[config.mk]
export PLATFORM = sky130hd
export DESIGN_NAME = midi_pad_router_velocity_curve
export DESIGN_NICKNAME = d
export VERILOG_FILES = /design/src/rtl/mprvc_pkg.sv /design/src/rtl/midi_pad_router_velocity_curve.sv
export SDC_FILE = /design/constraint.sdc
export NUM_CORES = 1
export LEC_CHECK = 0
export BUFFER_PORTS_ARGS = -buffer_cell sky130_fd_sc_hd__buf_2
export CORE_ASPECT_RATIO = 0.75
export CORE_MARGIN = 4
export CORE_UTILIZATION = 35
export DETAILED_ROUTE_END_ITERATION = 8
export HOLD_SLACK_MARGIN = 0.06
export SLEW_MARGIN = 20
export SYNTH_ARGS = -nofsm -noshare
export SYNTH_HDL_FRONTEND = slang
export SYNTH_SLANG_ARGS = --single-unit
[constraint.sdc]
create_clock -name clock -period 5.52 [get_ports clock]
set_input_delay 1.104 -clock clock [delete_from_list [all_inputs] [get_ports clock]]
set_output_delay 1.104 -clock clock [all_outputs]
set_load 0.05 [all_outputs]
[src/rtl/mprvc_pkg.sv]
// Shared types, register codes and velocity curve tables for the MIDI pad router.
package mprvc_pkg;

   localparam int PAD_SLOTS   = 16;
   localparam int PAD_IDX_W   = 4;
   localparam int KIND_W      = 2;
   localparam int CHAN_W      = 5;
   localparam int NOTE_W      = 7;
   localparam int VEL_W       = 7;
   localparam int POS_W       = 16;
   localparam int CURVE_W     = 3;
   localparam int CSR_INDEX_W = 3;
   localparam int CSR_DATA_W  = 56;
   localparam int NOTES_W     = 56;
   localparam int CHANS_W     = 40;
   localparam int CURVES_W    = 48;
   localparam int CODES_W     = 56;
   localparam int VEL_DEPTH   = 1 << VEL_W;

   // highest channel number a filter can name; larger filters saturate here
   localparam logic [CHAN_W-1:0] CHAN_MAX = 5'd16;
   localparam logic [VEL_W-1:0]  VEL_MIN  = 7'd1;

   localparam logic [KIND_W-1:0] KIND_NOTE_OFF = 2'd1;
   localparam logic [KIND_W-1:0] KIND_NOTE_ON  = 2'd2;

   localparam logic [CURVE_W-1:0] CURVE_LINEAR = 3'd0;
   localparam logic [CURVE_W-1:0] CURVE_LOG    = 3'd1;
   localparam logic [CURVE_W-1:0] CURVE_EXP    = 3'd2;
   localparam logic [CURVE_W-1:0] CURVE_SCURVE = 3'd3;
   localparam logic [CURVE_W-1:0] CURVE_FIXED  = 3'd4;

   localparam logic [CSR_INDEX_W-1:0] REG_NOTES_LOW  = 3'd0;
   localparam logic [CSR_INDEX_W-1:0] REG_NOTES_HIGH = 3'd1;
   localparam logic [CSR_INDEX_W-1:0] REG_CHANS_LOW  = 3'd2;
   localparam logic [CSR_INDEX_W-1:0] REG_CHANS_HIGH = 3'd3;
   localparam logic [CSR_INDEX_W-1:0] REG_CURVES     = 3'd4;
   localparam logic [CSR_INDEX_W-1:0] REG_CODES_LOW  = 3'd5;
   localparam logic [CSR_INDEX_W-1:0] REG_CODES_HIGH = 3'd6;

   // default drum map: 36,38,42,46,41,43,45,49 / 51,57,39,37,56,47,50,48
   localparam logic [NOTES_W-1:0] NOTES_LOW_RESET  = 56'd27783948382409508;
   localparam logic [NOTES_W-1:0] NOTES_HIGH_RESET = 56'd27243130108107955;

   typedef struct packed {
      logic [KIND_W-1:0] message_kind;
      logic [CHAN_W-1:0] channel;
      logic [NOTE_W-1:0] note_number;
      logic [VEL_W-1:0]  velocity;
      logic [POS_W-1:0]  sample_position;
   } req_payload_type;

   typedef struct packed {
      logic [PAD_IDX_W-1:0] pad_slot;
      logic [NOTE_W-1:0]    pad_note;
      logic                 is_note_on;
      logic [VEL_W-1:0]     out_velocity;
      logic [POS_W-1:0]     event_position;
      logic                 last_of_run;
   } rsp_payload_type;

   typedef logic [VEL_DEPTH-1:0][VEL_W-1:0] vel_table_type;

   // Elaboration-time table builder; results already clamped to 1..127.
   function automatic vel_table_type build_curve(input logic [CURVE_W-1:0] curve);
      vel_table_type t;
      int unsigned   m;
      int unsigned   n;
      int unsigned   x;
      for (int unsigned v = 0; v < VEL_DEPTH; v++) begin
         case (curve)
            CURVE_LOG: begin
               x = 127 * v;
               n = 0;
               while ((n + 1) * (n + 1) <= x) n++;
               m = (x > n * n + n) ? n + 1 : n;
            end
            CURVE_EXP:    m = (2 * v * v + 127) / 254;
            CURVE_SCURVE: m = (2 * v * v * (381 - 2 * v) + 16129) / 32258;
            default:      m = v;
         endcase
         if (m < 1) m = 1;
         if (m > 127) m = 127;
         t[v] = VEL_W'(m);
      end
      return t;
   endfunction

   localparam vel_table_type LOG_TABLE    = build_curve(CURVE_LOG);
   localparam vel_table_type EXP_TABLE    = build_curve(CURVE_EXP);
   localparam vel_table_type SCURVE_TABLE = build_curve(CURVE_SCURVE);

endpackage

[src/rtl/midi_pad_router_velocity_curve.sv]
// MIDI pad router: pad match, fan-out of routed events and velocity curve mapping.
//
// Usage:
//   req_*  carries one MIDI event per transaction (valid/stall). Note-on and note-off
//          events are matched against every pad's note and channel filter; other
//          events are dropped.
//   rsp_*  carries one routed event per transaction, pads in ascending order, with
//          last_of_run set on the final routed event of each input event.
//   csr_*  writes one of the seven pad registers; always ready. Write only while idle.
// Stages: four register stages (input, match/table lookup, fan-out, output).
// Throughput: one routed event per cycle while rsp_stall is low. An event matching n
//   pads holds the fan-out stage until all n are emitted; an event matching no pad
//   skips it and emits nothing. Back-to-back input is taken whenever fan-out keeps up.
// Reset: synchronous; clears all stage valid bits and loads the default drum map,
//   channel filters "any", linear curves and zero fixed codes.
// Stall: rsp_stall holds the output register; the stall backs up stage by stage and
//   reaches req_stall only once the input, match and fan-out stages all hold events.
module midi_pad_router_velocity_curve #(
   parameter int PAD_COUNT = 16
) (
   input  logic                                  clock,
   input  logic                                  reset,
   input  logic                                  req_valid,
   output logic                                  req_stall,
   input  mprvc_pkg::req_payload_type            req_payload,
   output logic                                  rsp_valid,
   input  logic                                  rsp_stall,
   output mprvc_pkg::rsp_payload_type            rsp_payload,
   input  logic                                  csr_valid,
   output logic                                  csr_ready,
   input  logic [mprvc_pkg::CSR_INDEX_W-1:0]     csr_index,
   input  logic [mprvc_pkg::CSR_DATA_W-1:0]      csr_data
);

   localparam int VW = mprvc_pkg::VEL_W;

   // configuration registers
   logic [mprvc_pkg::NOTES_W-1:0]  notes_low_ff, notes_high_ff;
   logic [mprvc_pkg::CHANS_W-1:0]  chans_low_ff, chans_high_ff;
   logic [mprvc_pkg::CURVES_W-1:0] curves_ff;
   logic [mprvc_pkg::CODES_W-1:0]  codes_low_ff, codes_high_ff;

   assign csr_ready = 1'b1;

   always_ff @(posedge clock) begin
      if (reset) begin
         notes_low_ff  <= mprvc_pkg::NOTES_LOW_RESET;
         notes_high_ff <= mprvc_pkg::NOTES_HIGH_RESET;
         chans_low_ff  <= '0;
         chans_high_ff <= '0;
         curves_ff     <= '0;
         codes_low_ff  <= '0;
         codes_high_ff <= '0;
      end else if (csr_valid && csr_ready) begin
         unique case (csr_index)
            mprvc_pkg::REG_NOTES_LOW:  notes_low_ff  <= csr_data[mprvc_pkg::NOTES_W-1:0];
            mprvc_pkg::REG_NOTES_HIGH: notes_high_ff <= csr_data[mprvc_pkg::NOTES_W-1:0];
            mprvc_pkg::REG_CHANS_LOW:  chans_low_ff  <= csr_data[mprvc_pkg::CHANS_W-1:0];
            mprvc_pkg::REG_CHANS_HIGH: chans_high_ff <= csr_data[mprvc_pkg::CHANS_W-1:0];
            mprvc_pkg::REG_CURVES:     curves_ff     <= csr_data[mprvc_pkg::CURVES_W-1:0];
            mprvc_pkg::REG_CODES_LOW:  codes_low_ff  <= csr_data[mprvc_pkg::CODES_W-1:0];
            mprvc_pkg::REG_CODES_HIGH: codes_high_ff <= csr_data[mprvc_pkg::CODES_W-1:0];
            default: ;
         endcase
      end
   end

   // per-pad views of the configuration
   logic [2*mprvc_pkg::NOTES_W-1:0] notes_all;
   logic [2*mprvc_pkg::CHANS_W-1:0] chans_all;
   logic [2*mprvc_pkg::CODES_W-1:0] codes_all;
   logic [mprvc_pkg::NOTE_W-1:0]    pad_note  [PAD_COUNT];
   logic [mprvc_pkg::CHAN_W-1:0]    pad_chan  [PAD_COUNT];
   logic [mprvc_pkg::CURVE_W-1:0]   pad_curve [PAD_COUNT];
   logic [VW-1:0]                   pad_code  [PAD_COUNT];

   assign notes_all = {notes_high_ff, notes_low_ff};
   assign chans_all = {chans_high_ff, chans_low_ff};
   assign codes_all = {codes_high_ff, codes_low_ff};

   always_comb begin
      for (int p = 0; p < PAD_COUNT; p++) begin
         pad_note[p]  = notes_all[mprvc_pkg::NOTE_W*p +: mprvc_pkg::NOTE_W];
         pad_chan[p]  = chans_all[mprvc_pkg::CHAN_W*p +: mprvc_pkg::CHAN_W];
         pad_curve[p] = curves_ff[mprvc_pkg::CURVE_W*p +: mprvc_pkg::CURVE_W];
         pad_code[p]  = codes_all[VW*p +: VW];
      end
   end

   // pipeline registers
   logic                        s1_valid_ff, s1_valid_in;
   mprvc_pkg::req_payload_type  s1_event_ff, s1_event_in;

   logic                        s2_valid_ff, s2_valid_in;
   mprvc_pkg::req_payload_type  s2_event_ff, s2_event_in;
   logic [PAD_COUNT-1:0]        s2_mask_ff, s2_mask_in;
   logic                        s2_on_ff, s2_on_in;
   logic [VW-1:0]               s2_log_ff, s2_log_in;
   logic [VW-1:0]               s2_exp_ff, s2_exp_in;
   logic [VW-1:0]               s2_scurve_ff, s2_scurve_in;

   logic                        s3_valid_ff, s3_valid_in;
   mprvc_pkg::req_payload_type  s3_event_ff, s3_event_in;
   logic [PAD_COUNT-1:0]        s3_mask_ff, s3_mask_in;
   logic                        s3_on_ff, s3_on_in;
   logic [VW-1:0]               s3_log_ff, s3_log_in;
   logic [VW-1:0]               s3_exp_ff, s3_exp_in;
   logic [VW-1:0]               s3_scurve_ff, s3_scurve_in;

   logic                        rsp_valid_ff, rsp_valid_in;
   mprvc_pkg::rsp_payload_type  rsp_payload_ff, rsp_payload_in;

   // flow control, from the output back to the input
   logic                        out_free, s3_emit, s3_last, s3_free;
   logic                        s2_adv, s2_free, s1_free;
   logic [PAD_COUNT-1:0]        s3_pick, s3_rest;

   assign out_free  = !rsp_valid_ff || !rsp_stall;
   assign s3_pick   = s3_mask_ff & (~s3_mask_ff + PAD_COUNT'(1));
   assign s3_rest   = s3_mask_ff & ~s3_pick;
   assign s3_last   = (s3_rest == '0);
   assign s3_emit   = s3_valid_ff && out_free;
   assign s3_free   = !s3_valid_ff || (s3_emit && s3_last);
   // events with no matching pad slip past a busy fan-out stage
   assign s2_adv    = s2_valid_ff && (s3_free || (s2_mask_ff == '0));
   assign s2_free   = !s2_valid_ff || s2_adv;
   assign s1_free   = !s1_valid_ff || s2_free;
   assign req_stall = !s1_free;

   // stage 1: input register
   always_comb begin
      if (s1_free) begin
         s1_valid_in = req_valid;
         s1_event_in = req_payload;
      end else begin
         s1_valid_in = s1_valid_ff;
         s1_event_in = s1_event_ff;
      end
   end

   // stage 2: pad match and curve table lookups
   logic                         s1_is_note;
   logic [PAD_COUNT-1:0]         s1_match;
   logic [mprvc_pkg::CHAN_W-1:0] chan_eff;

   always_comb begin
      s1_is_note = (s1_event_ff.message_kind == mprvc_pkg::KIND_NOTE_OFF)
                || (s1_event_ff.message_kind == mprvc_pkg::KIND_NOTE_ON);
      chan_eff = '0;
      for (int p = 0; p < PAD_COUNT; p++) begin
         chan_eff = (pad_chan[p] > mprvc_pkg::CHAN_MAX) ? mprvc_pkg::CHAN_MAX : pad_chan[p];
         s1_match[p] = s1_is_note && (pad_note[p] == s1_event_ff.note_number)
                    && ((chan_eff == '0) || (chan_eff == s1_event_ff.channel));
      end
   end

   always_comb begin
      if (s2_free) begin
         s2_valid_in  = s1_valid_ff;
         s2_event_in  = s1_event_ff;
         s2_mask_in   = s1_match;
         // a note-on at velocity zero is a note-off
         s2_on_in     = (s1_event_ff.message_kind == mprvc_pkg::KIND_NOTE_ON)
                     && (s1_event_ff.velocity != '0);
         s2_log_in    = mprvc_pkg::LOG_TABLE[s1_event_ff.velocity];
         s2_exp_in    = mprvc_pkg::EXP_TABLE[s1_event_ff.velocity];
         s2_scurve_in = mprvc_pkg::SCURVE_TABLE[s1_event_ff.velocity];
      end else begin
         s2_valid_in  = s2_valid_ff;
         s2_event_in  = s2_event_ff;
         s2_mask_in   = s2_mask_ff;
         s2_on_in     = s2_on_ff;
         s2_log_in    = s2_log_ff;
         s2_exp_in    = s2_exp_ff;
         s2_scurve_in = s2_scurve_ff;
      end
   end

   // stage 3: fan-out, one matching pad per cycle while the output is free, lowest first
   always_comb begin
      if (s3_free) begin
         s3_valid_in  = s2_valid_ff && (s2_mask_ff != '0);
         s3_event_in  = s2_event_ff;
         s3_mask_in   = s2_mask_ff;
         s3_on_in     = s2_on_ff;
         s3_log_in    = s2_log_ff;
         s3_exp_in    = s2_exp_ff;
         s3_scurve_in = s2_scurve_ff;
      end else begin
         s3_valid_in  = s3_valid_ff;
         s3_event_in  = s3_event_ff;
         s3_mask_in   = s3_emit ? s3_rest : s3_mask_ff;
         s3_on_in     = s3_on_ff;
         s3_log_in    = s3_log_ff;
         s3_exp_in    = s3_exp_ff;
         s3_scurve_in = s3_scurve_ff;
      end
   end

   // stage 4: curve select and output register
   logic [mprvc_pkg::PAD_IDX_W-1:0] sel_idx;
   logic [mprvc_pkg::CURVE_W-1:0]   sel_curve;
   logic [VW-1:0]                   sel_code;
   logic [VW-1:0]                   mapped;

   always_comb begin
      sel_idx   = '0;
      sel_curve = '0;
      sel_code  = '0;
      for (int p = 0; p < PAD_COUNT; p++) begin
         if (s3_pick[p]) begin
            sel_idx   = sel_idx | mprvc_pkg::PAD_IDX_W'(p);
            sel_curve = sel_curve | pad_curve[p];
            sel_code  = sel_code | pad_code[p];
         end
      end
      unique case (sel_curve)
         mprvc_pkg::CURVE_LOG:    mapped = s3_log_ff;
         mprvc_pkg::CURVE_EXP:    mapped = s3_exp_ff;
         mprvc_pkg::CURVE_SCURVE: mapped = s3_scurve_ff;
         mprvc_pkg::CURVE_FIXED:  mapped = (sel_code == '0) ? mprvc_pkg::VEL_MIN : sel_code;
         default:                 mapped = s3_event_ff.velocity;
      endcase
   end

   always_comb begin
      if (out_free) begin
         rsp_valid_in                  = s3_valid_ff;
         rsp_payload_in.pad_slot       = sel_idx;
         rsp_payload_in.pad_note       = s3_event_ff.note_number;
         rsp_payload_in.is_note_on     = s3_on_ff;
         rsp_payload_in.out_velocity   = s3_on_ff ? mapped : s3_event_ff.velocity;
         rsp_payload_in.event_position = s3_event_ff.sample_position;
         rsp_payload_in.last_of_run    = s3_last;
      end else begin
         rsp_valid_in   = rsp_valid_ff;
         rsp_payload_in = rsp_payload_ff;
      end
   end

   always_ff @(posedge clock) begin
      if (reset) begin
         s1_valid_ff  <= 1'b0;
         s2_valid_ff  <= 1'b0;
         s3_valid_ff  <= 1'b0;
         rsp_valid_ff <= 1'b0;
      end else begin
         s1_valid_ff  <= s1_valid_in;
         s2_valid_ff  <= s2_valid_in;
         s3_valid_ff  <= s3_valid_in;
         rsp_valid_ff <= rsp_valid_in;
      end
   end

   always_ff @(posedge clock) begin
      s1_event_ff    <= s1_event_in;
      s2_event_ff    <= s2_event_in;
      s2_mask_ff     <= s2_mask_in;
      s2_on_ff       <= s2_on_in;
      s2_log_ff      <= s2_log_in;
      s2_exp_ff      <= s2_exp_in;
      s2_scurve_ff   <= s2_scurve_in;
      s3_event_ff    <= s3_event_in;
      s3_mask_ff     <= s3_mask_in;
      s3_on_ff       <= s3_on_in;
      s3_log_ff      <= s3_log_in;
      s3_exp_ff      <= s3_exp_in;
      s3_scurve_ff   <= s3_scurve_in;
      rsp_payload_ff <= rsp_payload_in;
   end

   assign rsp_valid   = rsp_valid_ff;
   assign rsp_payload = rsp_payload_ff;

   // the fan-out stage never holds an event without a pad left to emit
   a_s3_mask_live: assert property (@(posedge clock) disable iff (reset)
      s3_valid_ff |-> (s3_mask_ff != '0))
      else $error("fan-out stage valid with empty pad mask");

   // a non-final emission retires exactly the picked pad and keeps the event
   a_s3_retire: assert property (@(posedge clock) disable iff (reset)
      (s3_emit && !s3_last) |=> (s3_valid_ff && (s3_mask_ff == $past(s3_rest))))
      else $error("fan-out mask did not retire the emitted pad");

   // each emission lands in the output register
   a_emit_lands: assert property (@(posedge clock) disable iff (reset)
      s3_emit |=> (rsp_valid_ff && (rsp_payload_ff.last_of_run == $past(s3_last))))
      else $error("emitted event missing from output register");

   a_on_velocity: assert property (@(posedge clock) disable iff (reset)
      (rsp_valid_ff && rsp_payload_ff.is_note_on) |-> (rsp_payload_ff.out_velocity != '0))
      else $error("routed note-on with zero velocity");

   a_pad_range: assert property (@(posedge clock) disable iff (reset)
      rsp_valid_ff |-> (32'(rsp_payload_ff.pad_slot) < PAD_COUNT))
      else $error("routed pad index beyond pad count");

endmodule

Word level (Yosys, flattened, before mapping) --
Memories as Yosys holds them, arrays and structs flattened. A register that Yosys moved wholly into a read port is not among the register bits. Index checks and enable logic that the tools add are counted.
Storage, ports and cells: output and inout bits 39, memories kept 3, input bits 101, memory bits (read-only) 2688, register bits 544, logic and storage cells 298
Memory list:
- (no name shown) | words 128, bits a word 7, rd ports 1, clocked after memory_dff 1, wr ports 0, line midi_pad_router_velocity_curve.sv:167 | s2_scurve_in = mprvc_pkg::SCURVE_TABLE[s1_event_ff.velocity];
- (no name shown) | words 128, bits a word 7, rd ports 1, clocked after memory_dff 1, wr ports 0, line midi_pad_router_velocity_curve.sv:166 | s2_exp_in = mprvc_pkg::EXP_TABLE[s1_event_ff.velocity];
- (no name shown) | words 128, bits a word 7, rd ports 1, clocked after memory_dff 1, wr ports 0, line midi_pad_router_velocity_curve.sv:165 | s2_log_in = mprvc_pkg::LOG_TABLE[s1_event_ff.velocity];
Cells by class: add/sub/neg operators 1, bitwise logic cells 34, reduce and logical (&&, ||, !) cells 98, muxes and demuxes 64, $lt $le $gt $ge 16, eq/ne operators 44
Operator list (count):
- 7-bit two-way mux | 18
- 7-bit equality test | 16
- 7-bit OR | 15
- 5-bit equality test | 16
- 5-bit greater-than comparator, second input constant | 16
- 5-bit logical NOT | 16
- 5-bit two-way mux | 16
- 3-bit two-way mux | 20
- 3-bit OR | 15
- 1-bit logical AND | 37
- 16-bit bitwise AND | 2
- 16-bit logical NOT | 2
- 16-bit two-way mux | 2
- 16-bit inverter | 2
- 7-bit case mux with 4 select lines | 1
- 1-bit logical OR | 22
- 16-bit by 1-bit adder with 16-bit output, second input constant | 1
- 16-bit nonzero test | 1
- 2-bit AND reduction | 7
- 3-bit by 2-bit equality test with 1-bit output, second input constant | 4
- 3-bit equality test, second input constant | 4
- 2-bit two-way mux | 4
- 8-bit OR reduction | 1
- 7-bit logical NOT | 1
- other kinds (10) | 18

Longest topological paths before layout --
depth in word-level cells 38, depth in mapped cells 12, gate-level depth less buffers 10

Worst setup path before layout --
Ideal clock, no wire load.
kind input to output, from input rsp_stall, to output req_stall, data required time 4416 ps, buffers on the path 1, stages 5, path slack 761 ps, data arrival time 3655 ps, path through nand2_1 -> a21bo_1 -> buf_4 -> or3_1 -> inv_1
On the way: longest elaborated chain between the ends 10
RTL lines:
- start, declared | line midi_pad_router_velocity_curve.sv:27 | input logic rsp_stall,
- 1-bit logical NOT | line midi_pad_router_velocity_curve.sv:118 | assign out_free = !rsp_valid_ff || !rsp_stall;
- 1-bit logical OR | line midi_pad_router_velocity_curve.sv:118
- 1-bit logical AND | line midi_pad_router_velocity_curve.sv:122 | assign s3_emit = s3_valid_ff && out_free;
- 1-bit logical AND | line midi_pad_router_velocity_curve.sv:123 | assign s3_free = !s3_valid_ff || (s3_emit && s3_last);
- 1-bit logical OR | line midi_pad_router_velocity_curve.sv:123
- 1-bit logical OR | line midi_pad_router_velocity_curve.sv:125 | assign s2_adv = s2_valid_ff && (s3_free || (s2_mask_ff == '0));
- 1-bit logical AND | line midi_pad_router_velocity_curve.sv:125
- 1-bit logical OR | line midi_pad_router_velocity_curve.sv:126 | assign s2_free = !s2_valid_ff || s2_adv;
- 1-bit logical OR | line midi_pad_router_velocity_curve.sv:127 | assign s1_free = !s1_valid_ff || s2_free;
- 1-bit logical NOT | line midi_pad_router_velocity_curve.sv:128 | assign req_stall = !s1_free;
- end, declared | line midi_pad_router_velocity_curve.sv:24 | output logic req_stall,
Every way passes these cells.

Worst setup path in the final report --
from register s3_mask_ff[2], to output req_stall
On the way: longest elaborated chain between the ends 13
RTL lines:
- start, declared | line midi_pad_router_velocity_curve.sv:104 | logic [PAD_COUNT-1:0] s3_mask_ff, s3_mask_in;
- start signal, assigned | line midi_pad_router_velocity_curve.sv:264 | s3_mask_ff <= s3_mask_in;
- 16-bit inverter | line midi_pad_router_velocity_curve.sv:119 | assign s3_pick = s3_mask_ff & (~s3_mask_ff + PAD_COUNT'(1));
- 16-bit by 1-bit adder with 16-bit output | line midi_pad_router_velocity_curve.sv:119
- 16-bit bitwise AND | line midi_pad_router_velocity_curve.sv:119
- 16-bit inverter | line midi_pad_router_velocity_curve.sv:120 | assign s3_rest = s3_mask_ff & ~s3_pick;
- 16-bit bitwise AND (*) | line midi_pad_router_velocity_curve.sv:120
- 16-bit logical NOT (*) | line midi_pad_router_velocity_curve.sv:121 | assign s3_last = (s3_rest == '0);
- named net s3_last | line midi_pad_router_velocity_curve.sv:114 | logic out_free, s3_emit, s3_last, s3_free;
- 1-bit logical AND (*) | line midi_pad_router_velocity_curve.sv:123
- 1-bit logical OR (*) | line midi_pad_router_velocity_curve.sv:123
- 1-bit logical OR (*) | line midi_pad_router_velocity_curve.sv:125
- 1-bit logical AND (*) | line midi_pad_router_velocity_curve.sv:125
- 1-bit logical OR (*) | line midi_pad_router_velocity_curve.sv:126
- 1-bit logical OR (*) | line midi_pad_router_velocity_curve.sv:127
- 1-bit logical NOT (*) | line midi_pad_router_velocity_curve.sv:128
Mark *: on every way through the listed nets, which the timed path passes. The rest lies on a longest branch.

==> flow_metrics.env <==
export IMPL_synth_nets=3023
export IMPL_ir_worst_vdd_v=0.000250
export IMPL_synthAdderAreaFrac_pct=0.752
export IMPL_path_clk_slew_ns=0.06
export IMPL_grt_overflow_total=0
export IMPL_yosys_area_share_xor_xnor_pct=5.57
export IMPL_rsz0062_at_grt="no"
export IMPL_synth_distinct_cells=90
export IMPL_leakagePower_nw=10.6
export IMPL_combPwrFrac_pct=8.3
export IMPL_start_util_pct=35.5
export IMPL_die_area_sq_um=77600
export IMPL_firstDrtPassIters=9
export IMPL_design_area_sq_um=29000
export IMPL_ctsRootBufferMaster="clkbuf_16"
export IMPL_grt_pass1_wl_um=125000
export IMPL_synth_edf_count=207
export IMPL_cts_made_buffers=58
export IMPL_finalMaxSlewViolations=0
export IMPL_arrival_ns=3.87
export IMPL_cts_num_sinks=563
export IMPL_htreeDepth=2
export IMPL_synth_simple_gate_area_share_pct=21.1
export IMPL_synth_ff_type="dfxtp_1"
export IMPL_cts_resized=0
export IMPL_n_antenna_cell=0
export IMPL_post_cts_setup_buffers=0
export IMPL_required_ns=4.42
export IMPL_power_internal_mw=6.90
export IMPL_ys_ff_latch=563
export IMPL_grt_usage_pct=20.8
export IMPL_drt_iter0_drc=2655
export IMPL_period_share_pct=90.1
export IMPL_chipWidth_um=320
export IMPL_synthMuxAreaShare_pct=0.913
export IMPL_clk_latency_ns=0.65
export IMPL_final_antenna_net_count=0
export IMPL_skew_ns=0.0607
export IMPL_num_rows=85
export IMPL_via_per_inst=5.43
export IMPL_rr_worst_depth=8
export IMPL_grt_max_degree=151
export IMPL_hold_viol_final=0
export IMPL_antenna_found_initial=2
export IMPL_synth_top_family_by_area="simple AND/OR/NAND/NOR gates"
export IMPL_drive_above_1_share_pct=10.8
export IMPL_critPathMaxFanout=18
export IMPL_outcome="finished clean"
export IMPL_cp_startpoint="s3_mask_ff[2]"
export IMPL_dp_slack_ns=1.26
export IMPL_io_pins=140
export IMPL_hold_ws_ns=0.416
export IMPL_end_kind="primary output"
export IMPL_min_from="s1_event_ff[5]"
export IMPL_fin_total_pwr_mw=9.23
export IMPL_slew_headroom_pct=29.9
export IMPL_clk_path_buf_depth=3
export IMPL_yosysSeqAreaShare_pct=52.1
export IMPL_finalSetupViolations=0
export IMPL_fmax_ghz=0.201
export IMPL_core_area_sq_um=72100
export IMPL_p_clk_share_pct=42.5
export IMPL_drt_total_wl_um=83700
export IMPL_finalSetupTns_ns=0
export IMPL_final_common_cell="nand2_1"
export IMPL_wl_per_cell_um=21.3
export IMPL_dp_hpwl_um=56300
export IMPL_worstMarginPinSlew_ns=1.05
export IMPL_grt_pass1_vias=18800
export IMPL_hold_path_depth=0
export IMPL_place_port_buffers=138
export IMPL_power_switching_mw=2.33
export IMPL_r2r_start="s3_mask_ff[2]"
export IMPL_die_h_um=242
export IMPL_synthesis_area_sq_um=25600
export IMPL_fin_ws_ns=0.546
export IMPL_worst_r2r_setup_slack_ns=1.45
export IMPL_final_cell_mix="nand2_1 (850), a21oi_1 (388), dfxtp_1 (356)"
export IMPL_sequentialPowerShare_pct=49.2
export IMPL_area_growth_pct=13.2
export IMPL_netlist_instances=2909
export IMPL_synth_compound_area_share_pct=15.5
export IMPL_ys_async_sr_fraction_pct=0
export IMPL_fill_cells=7246
export IMPL_vias=21400
export IMPL_swShare_pct=25.2
export IMPL_finalWeightedCongestion=0.932
export IMPL_critPathKind="flop to primary output"
export IMPL_drv_cap=0
export IMPL_min_period_ns=4.97
export IMPL_yosys_warnings=0
export IMPL_cts_tree="built"
export IMPL_crit_path_start_kind="flop"
export IMPL_nets=3045
export IMPL_avgSynthCellArea_sq_um=8.81
export IMPL_dpl_cell_area_sq_um=27100
export IMPL_hold_buffers=0
export IMPL_drc=0
export IMPL_powerDensity_nw_per_um2=318
export IMPL_hold_path_class="flop to flop"
-- critical path: stages, from the launching register on --
cell and delay [ns]:
edfxtp_1 0.66, or4_1 0.85, nor3_4 0.45, o21ai_1 0.13
o31a_1 0.16, nor4_4 0.30, a21bo_4 0.17, or3_2 0.21
inv_1 0.07, buf_2 0.21
-- state kept, by name, indices dropped and copies added (netlist names), 6 cells and up --
signal         flops
s2_event_ff       29
codes_low_ff      56
s2_scurve_ff       7
s3_mask_ff        16
s3_scurve_ff       6
s2_log_ff          7
curves_ff         48
rsp_payload       36
notes_high_ff     56
notes_low_ff      56
s3_event_ff       30
codes_high_ff     56
s2_mask_ff        16
chans_low_ff      40
s3_log_ff          7
chans_high_ff     40
s1_event_ff       37
s2_exp_ff          7
s3_exp_ff          7
-- stage by stage --
step	instances	util [%]
floorplan	2909	-
global placement	3828	37.6
detailed placement	3828	37.6
CTS	3938	40.2
global route	3938	40.2
finish	3938	40.2
-- power by group through the flow --
stage	clock network, mW	logic [mW]	registers (mW)
after floorplan	0	0.448	4.64
after global placement	0	0.758	4.63
after detailed placement	0	0.760	4.63
after CTS	4.01	0.763	4.54
after global routing	4.19	0.837	4.55
final	3.92	0.769	4.54
-- metal layers --
metal / track usage [%] / up-vias / wire length, um
met1: 32.8 / 10300 / 40200
met3: 3.34 / 90 / 6940
li1: - / 10200 / -
met4: 4.14 / 0 / 1350
met5: 0 / - / 0
met2: 29.6 / 842 / 35300
-- final timing paths --
kind,to
min,s2_event_ff[5]
min reg2reg,s2_event_ff[5]
max,req_stall
max reg2reg,s1_event_ff[2]
-- synthesized netlist by cell type (6+ instances only) --
master,n,share of area (%)
a2111oi_0,6,0.21
a211oi_1,14,0.41
a21oi_1,388,7.6
a221oi_1,11,0.38
a222oi_1,8,0.31
a22o_1,9,0.31
a22oi_1,9,0.26
a31oi_1,12,0.29
a32oi_1,10,0.34
and2_1,6,0.15
and3_1,13,0.32
buf_1,29,0.42
buf_2,10,0.20
buf_4,6,0.18
clkbuf_1,177,2.6
dfxtp_1,356,28
edfxtp_1,207,24
ha_1,13,0.63
inv_1,34,0.50
nand2_1,853,12
nand3_1,32,0.63
nand3b_1,64,1.9
nand4_1,16,0.39
nor2_1,85,1.2
nor2b_1,13,0.32
nor3_1,41,0.80
nor4_1,32,0.78
o211ai_1,18,0.53
o21ai_0,88,1.7
o21ai_1,8,0.16
o22ai_1,19,0.46
o31ai_1,9,0.26
or4_1,21,0.62
xnor2_1,61,2.1
xor2_1,102,3.5
-- area by class of cell --
type                            count  area (sq um)  area share, %
Clock buffer                       83          1670           5.76
Clock inverter                     27           238          0.820
Inverter                           36           135          0.466
Multi-Input combinational cell   2084         11300           39.0
Sequential cell                   563         13300           46.0
Tap cell                          957          1200           4.13
Timing Repair Buffer              188          1100           3.80
-- logic make-up after synthesis --
family | count (synthesis)
fa+ha+maj | 16
mux | 16
compound gates | 672
buf+inv | 262
other cells | 1
xor+xnor | 163
flops | 563
simple gates | 1216
Note: power is estimated with default switching activity, not from simulation.
